### config.mk
export PLATFORM = sky130hd
export DESIGN_NAME = cpc_div_pipe
export DESIGN_NICKNAME = d
export VERILOG_FILES = /design/src/rtl/core/cpc_div_pipe.sv
export SDC_FILE = /design/constraint.sdc
export NUM_CORES = 2
export LEC_CHECK = 0
export ABC_CLOCK_PERIOD_IN_PS = 4100
export BUFFER_PORTS_ARGS = -buffer_cell sky130_fd_sc_hd__clkbuf_2
export CORE_ASPECT_RATIO = 2
export CORE_MARGIN = 2
export CORE_UTILIZATION = 45
export DETAILED_ROUTE_END_ITERATION = 12
export PLACE_DENSITY = 0.65
export SKIP_CTS_REPAIR_TIMING = 1
export SYNTH_ARGS = -nofsm -noshare
export SYNTH_HDL_FRONTEND = slang
export SYNTH_SLANG_ARGS = --single-unit
### constraint.sdc
create_clock -name clk -period 4.1 [get_ports clk]
set_input_delay 0 -clock clk [delete_from_list [all_inputs] [get_ports clk]]
set_output_delay 0 -clock clk [all_outputs]
set_load 0.01 [all_outputs]
### src/rtl/core/cpc_div_pipe.sv
module cpc_div_pipe #(
    parameter int NW = 49,
    parameter int DW = 41,
    parameter int QW = 9
) (
    input  logic          clk,
    input  logic [QW-1:0] en,
    input  logic [NW-1:0] num,
    input  logic [DW-1:0] den,
    output logic [QW-1:0] quo
);

    localparam int RW = NW + 1;

    logic [NW-1:0] rem_reg [QW];
    logic [DW-1:0] den_reg [QW];
    logic [QW-1:0] quo_reg [QW];

    // One restoring step per stage, most significant quotient bit first
    for (genvar j = 0; j < QW; j++) begin : g_step
        logic [NW-1:0] rem_prev;
        logic [DW-1:0] den_prev;
        logic [QW-1:0] quo_prev;
        logic [RW-1:0] trial;
        logic          ge;

        if (j == 0) begin : g_first
            assign rem_prev = num;
            assign den_prev = den;
            assign quo_prev = '0;
        end else begin : g_next
            assign rem_prev = rem_reg[j-1];
            assign den_prev = den_reg[j-1];
            assign quo_prev = quo_reg[j-1];
        end

        assign trial = RW'(rem_prev) - (RW'(den_prev) << (QW - 1 - j));
        assign ge    = ~trial[RW-1];

        always_ff @(posedge clk)
        begin
            if (en[j])
            begin
                rem_reg[j] <= ge ? trial[NW-1:0] : rem_prev;
                den_reg[j] <= den_prev;
                quo_reg[j] <= {quo_prev[QW-2:0], ge};
            end
        end
    end

    assign quo = quo_reg[QW-1];

endmodule

==> impl_metrics.env <==
export IMPL_hold_path_class="in -> reg"
export IMPL_maxCapViolations=0
export IMPL_async_flop_share_pct=0
export IMPL_clock_skew_ns=0.0257
export IMPL_wl_met3_mm=2.34
export IMPL_synth_net_count=4893
export IMPL_grt_max_degree=99
export IMPL_top_layer="met4"
export IMPL_n_fill_cell=9117
export IMPL_period_share_pct=97.2
export IMPL_min_from="num[6]"
export IMPL_fmax_mhz=251
export IMPL_synthTopCellsByArea="edfxtp_1 50%, ha_1 9.9%, a21oi_1 4.3%"
export IMPL_vias_per_cell=5.38
export IMPL_drcViolationCount=0
export IMPL_clock_sinks=765
export IMPL_final_layout_size_suffix_gt1_share_pct=9.55
export IMPL_stdcell_count=6119
export IMPL_ff2ff_path_depth=14
export IMPL_synth_area_um2=46400
export IMPL_cts_inserted_buffers=69
export IMPL_worstPathArrival_ns=4.37
export IMPL_synthDistinctLibCells=93
export IMPL_route_met2_wl_mm=55.9
export IMPL_clockBufferDepth=3
export IMPL_yosysMostFrequentCell="edfxtp_1"
export IMPL_ys_ff_latch=765
export IMPL_clk_latency_ns=0.65
export IMPL_met1Wirelength_mm=32.7
export IMPL_yosys_area_top_type="edfxtp_1"
export IMPL_slew_headroom_pct=42.5
export IMPL_dpl_hpwl_mm=77.3
export IMPL_finalMaxSlewViolations=0
export IMPL_die_area_um2=106000
export IMPL_track_usage_pct=18.3
export IMPL_synthFlopType="edfxtp_1"
export IMPL_cp_max_fo=41
export IMPL_fp_dieH_um=458
export IMPL_cts_tree="built"
export IMPL_dp_cells=5888
export IMPL_synth_area_per_cell_um2=10.5
export IMPL_finalWirelength_mm=96.8
export IMPL_dr_pass1_iters=5
export IMPL_critPathCaptureType="flop"
export IMPL_path_clk_slew_ns=0.06
export IMPL_yosys_top_cells_count="765 x edfxtp_1, 447 x inv_1, 400 x a21oi_1, 400 x nand2_1, 368 x ha_1"
export IMPL_ant_nets=0
export IMPL_grt_pass1_vias=33700
export IMPL_synth_edf_count=765
export IMPL_num_vias=32900
export IMPL_drt_iter0_drc=1202
export IMPL_gp_congestion=0.929
export IMPL_fp_row_count=166
export IMPL_cp_data_required_time_ns=4.49
export IMPL_root_buffer="clkbuf_16"
export IMPL_finalNetCount=5194
export IMPL_min_path_cells=2
export IMPL_p_leak_nw=22.0
export IMPL_cp_start_kind="flop"
export IMPL_htree_levels=3
export IMPL_peakVddDrop_v=0.000351
export IMPL_ys_seq_area_share_pct=49.6
export IMPL_r2r_start="rem_reg[0][57]$_DFFE_PP_"
export IMPL_worstMarginPinSlew_ns=0.855
export IMPL_timing_rr_end="rem_reg[0][116]$_DFFE_PP_"
export IMPL_post_route_util_pct=51.7
export IMPL_critPathKind="reg -> reg"
export IMPL_start_util_pct=45.4
export IMPL_min_period_ns=3.99
export IMPL_grt_pass1_wl_mm=157
export IMPL_finalHoldViolCount=0
export IMPL_overflow=0
export IMPL_antenna_found_initial=2
export IMPL_wire_per_inst_um=15.8
export IMPL_core_area_um2=102000
export IMPL_place_port_buffers=108
export IMPL_min_to="rem_reg[0][6]$_DFFE_PP_"
export IMPL_yosysWarnings=0
export IMPL_power_density_nw_per_um2=660
export IMPL_status="finished, final reports clean"
export IMPL_r2r_slack_ns=0.11
export IMPL_die_w_um=231
export IMPL_synth_top_area_share_pct=49.6
export IMPL_io_pins=109
export IMPL_synth_cells=4417
export IMPL_largest_reg_flops=392
export IMPL_finalSetupViolations=0
export IMPL_area_delta_synth_final_pct=13.9
[critical path, stage by stage, from the launching register on]
cell and delay [ns]:
edfxtp_1 0.45, ha_1 0.41, nor2_1 0.06, a211oi_1 0.46
o21ai_1 0.25, nor2_1 0.18, o31ai_1 0.11, buf_4 0.17
o221ai_1 0.46, a2111o_1 0.37, nand2_1 0.08, o21a_1 0.27
inv_2 0.11, buf_12 0.21, a21oi_1 0.10
[routing by layer]
| metal | GRT usage (%) | up-vias |
|---|---|---|
| met2 | 37.9 | 582 |
| li1 | - | 16600 |
| met3 | 2.19 | 316 |
| met4 | 11.3 | 0 |
| met5 | 0 | - |
| met1 | 16.0 | 15400 |
[metrics by stage]
stage / setup TNS, ns / setup slack (ns) / hold slack (ns) / area, µm² / power [mW]
3_5_place_dp: -2.98 / -0.200 / 0.180 / 49300 / 28.1
5_1_grt: -0.0207 / -0.0180 / 0.0476 / 52800 / 37.4
3_3_place_gp: -1.64 / -0.136 / 0.178 / 49300 / 27.8
4_1_cts: -3.68 / -0.229 / -0.533 / 51700 / 34.9
6_report: 0 / 0.113 / 0.0718 / 52800 / 34.9
2_1_floorplan: 0 / 0.515 / 0.0989 / 46400 / 23.7
[power by group]
part / total [mW] / switching, mW / internal (mW)
sequential: 12.4 / 1.02 / 11.4
combinational: 15.8 / 8.82 / 6.94
clock: 6.70 / 2.83 / 3.87
[area by class of cell]
class	instances	area [µm²]	area share, %
inverter	449	1690	3.19
sequential	765	23000	43.5
clock inverter	42	498	0.943
timing repair buffer	364	2940	5.57
tap	1344	1680	3.18
clock buffer	84	1850	3.50
multi-input combinational	3069	21200	40.1
antenna	2	5.00	0.00948
[logic make-up (layout without fill, tap and decap cells)]
group / Yosys count / after routing / share of synthesized area [%]
compound gates: 1305 / 1305 / 17.6
flops: 765 / 765 / 49.6
other cells: 0 / 2 / 0
fa+ha+maj: 376 / 376 / 10.3
mux: 68 / 68 / 1.64
xor+xnor: 313 / 313 / 5.91
buf+inv: 583 / 939 / 4.99
simple gates: 1007 / 1007 / 9.99
[worst max-delay path by stage]
stage | start | endpoint | slack (ns) | depth (start not counted)
6_report | rem_reg[0][57]$_DFFE_PP_ | rem_reg[0][116]$_DFFE_PP_ | 0.11 | 14
5_1_grt | den_reg[0][82]$_DFFE_PP_ | rem_reg[0][194]$_DFFE_PP_ | -0.02 | 16
4_1_cts | rem_reg[0][7]$_DFFE_PP_ | rem_reg[0][57]$_DFFE_PP_ | -0.23 | 15
3_5_place_dp | rem_reg[0][7]$_DFFE_PP_ | rem_reg[0][57]$_DFFE_PP_ | -0.20 | 15
3_3_place_gp | rem_reg[0][7]$_DFFE_PP_ | rem_reg[0][57]$_DFFE_PP_ | -0.14 | 15
2_1_floorplan | rem_reg[0][7]$_DFFE_PP_ | rem_reg[0][57]$_DFFE_PP_ | 0.52 | 16
[cells in the final DEF, fill, tap and decap left out, types with 99 or more instances in the layout]
master / instances
dlygate4sd3_1: 99
ha_1: 368
a21o_1: 196
xor2_1: 140
nand2_1: 400
xnor2_1: 173
clkbuf_2: 100
nor2_1: 238
inv_1: 447
buf_4: 147
o21ai_0: 335
a21oi_1: 397
edfxtp_1: 765
No activity file was read; power rests on OpenSTA's default activity.
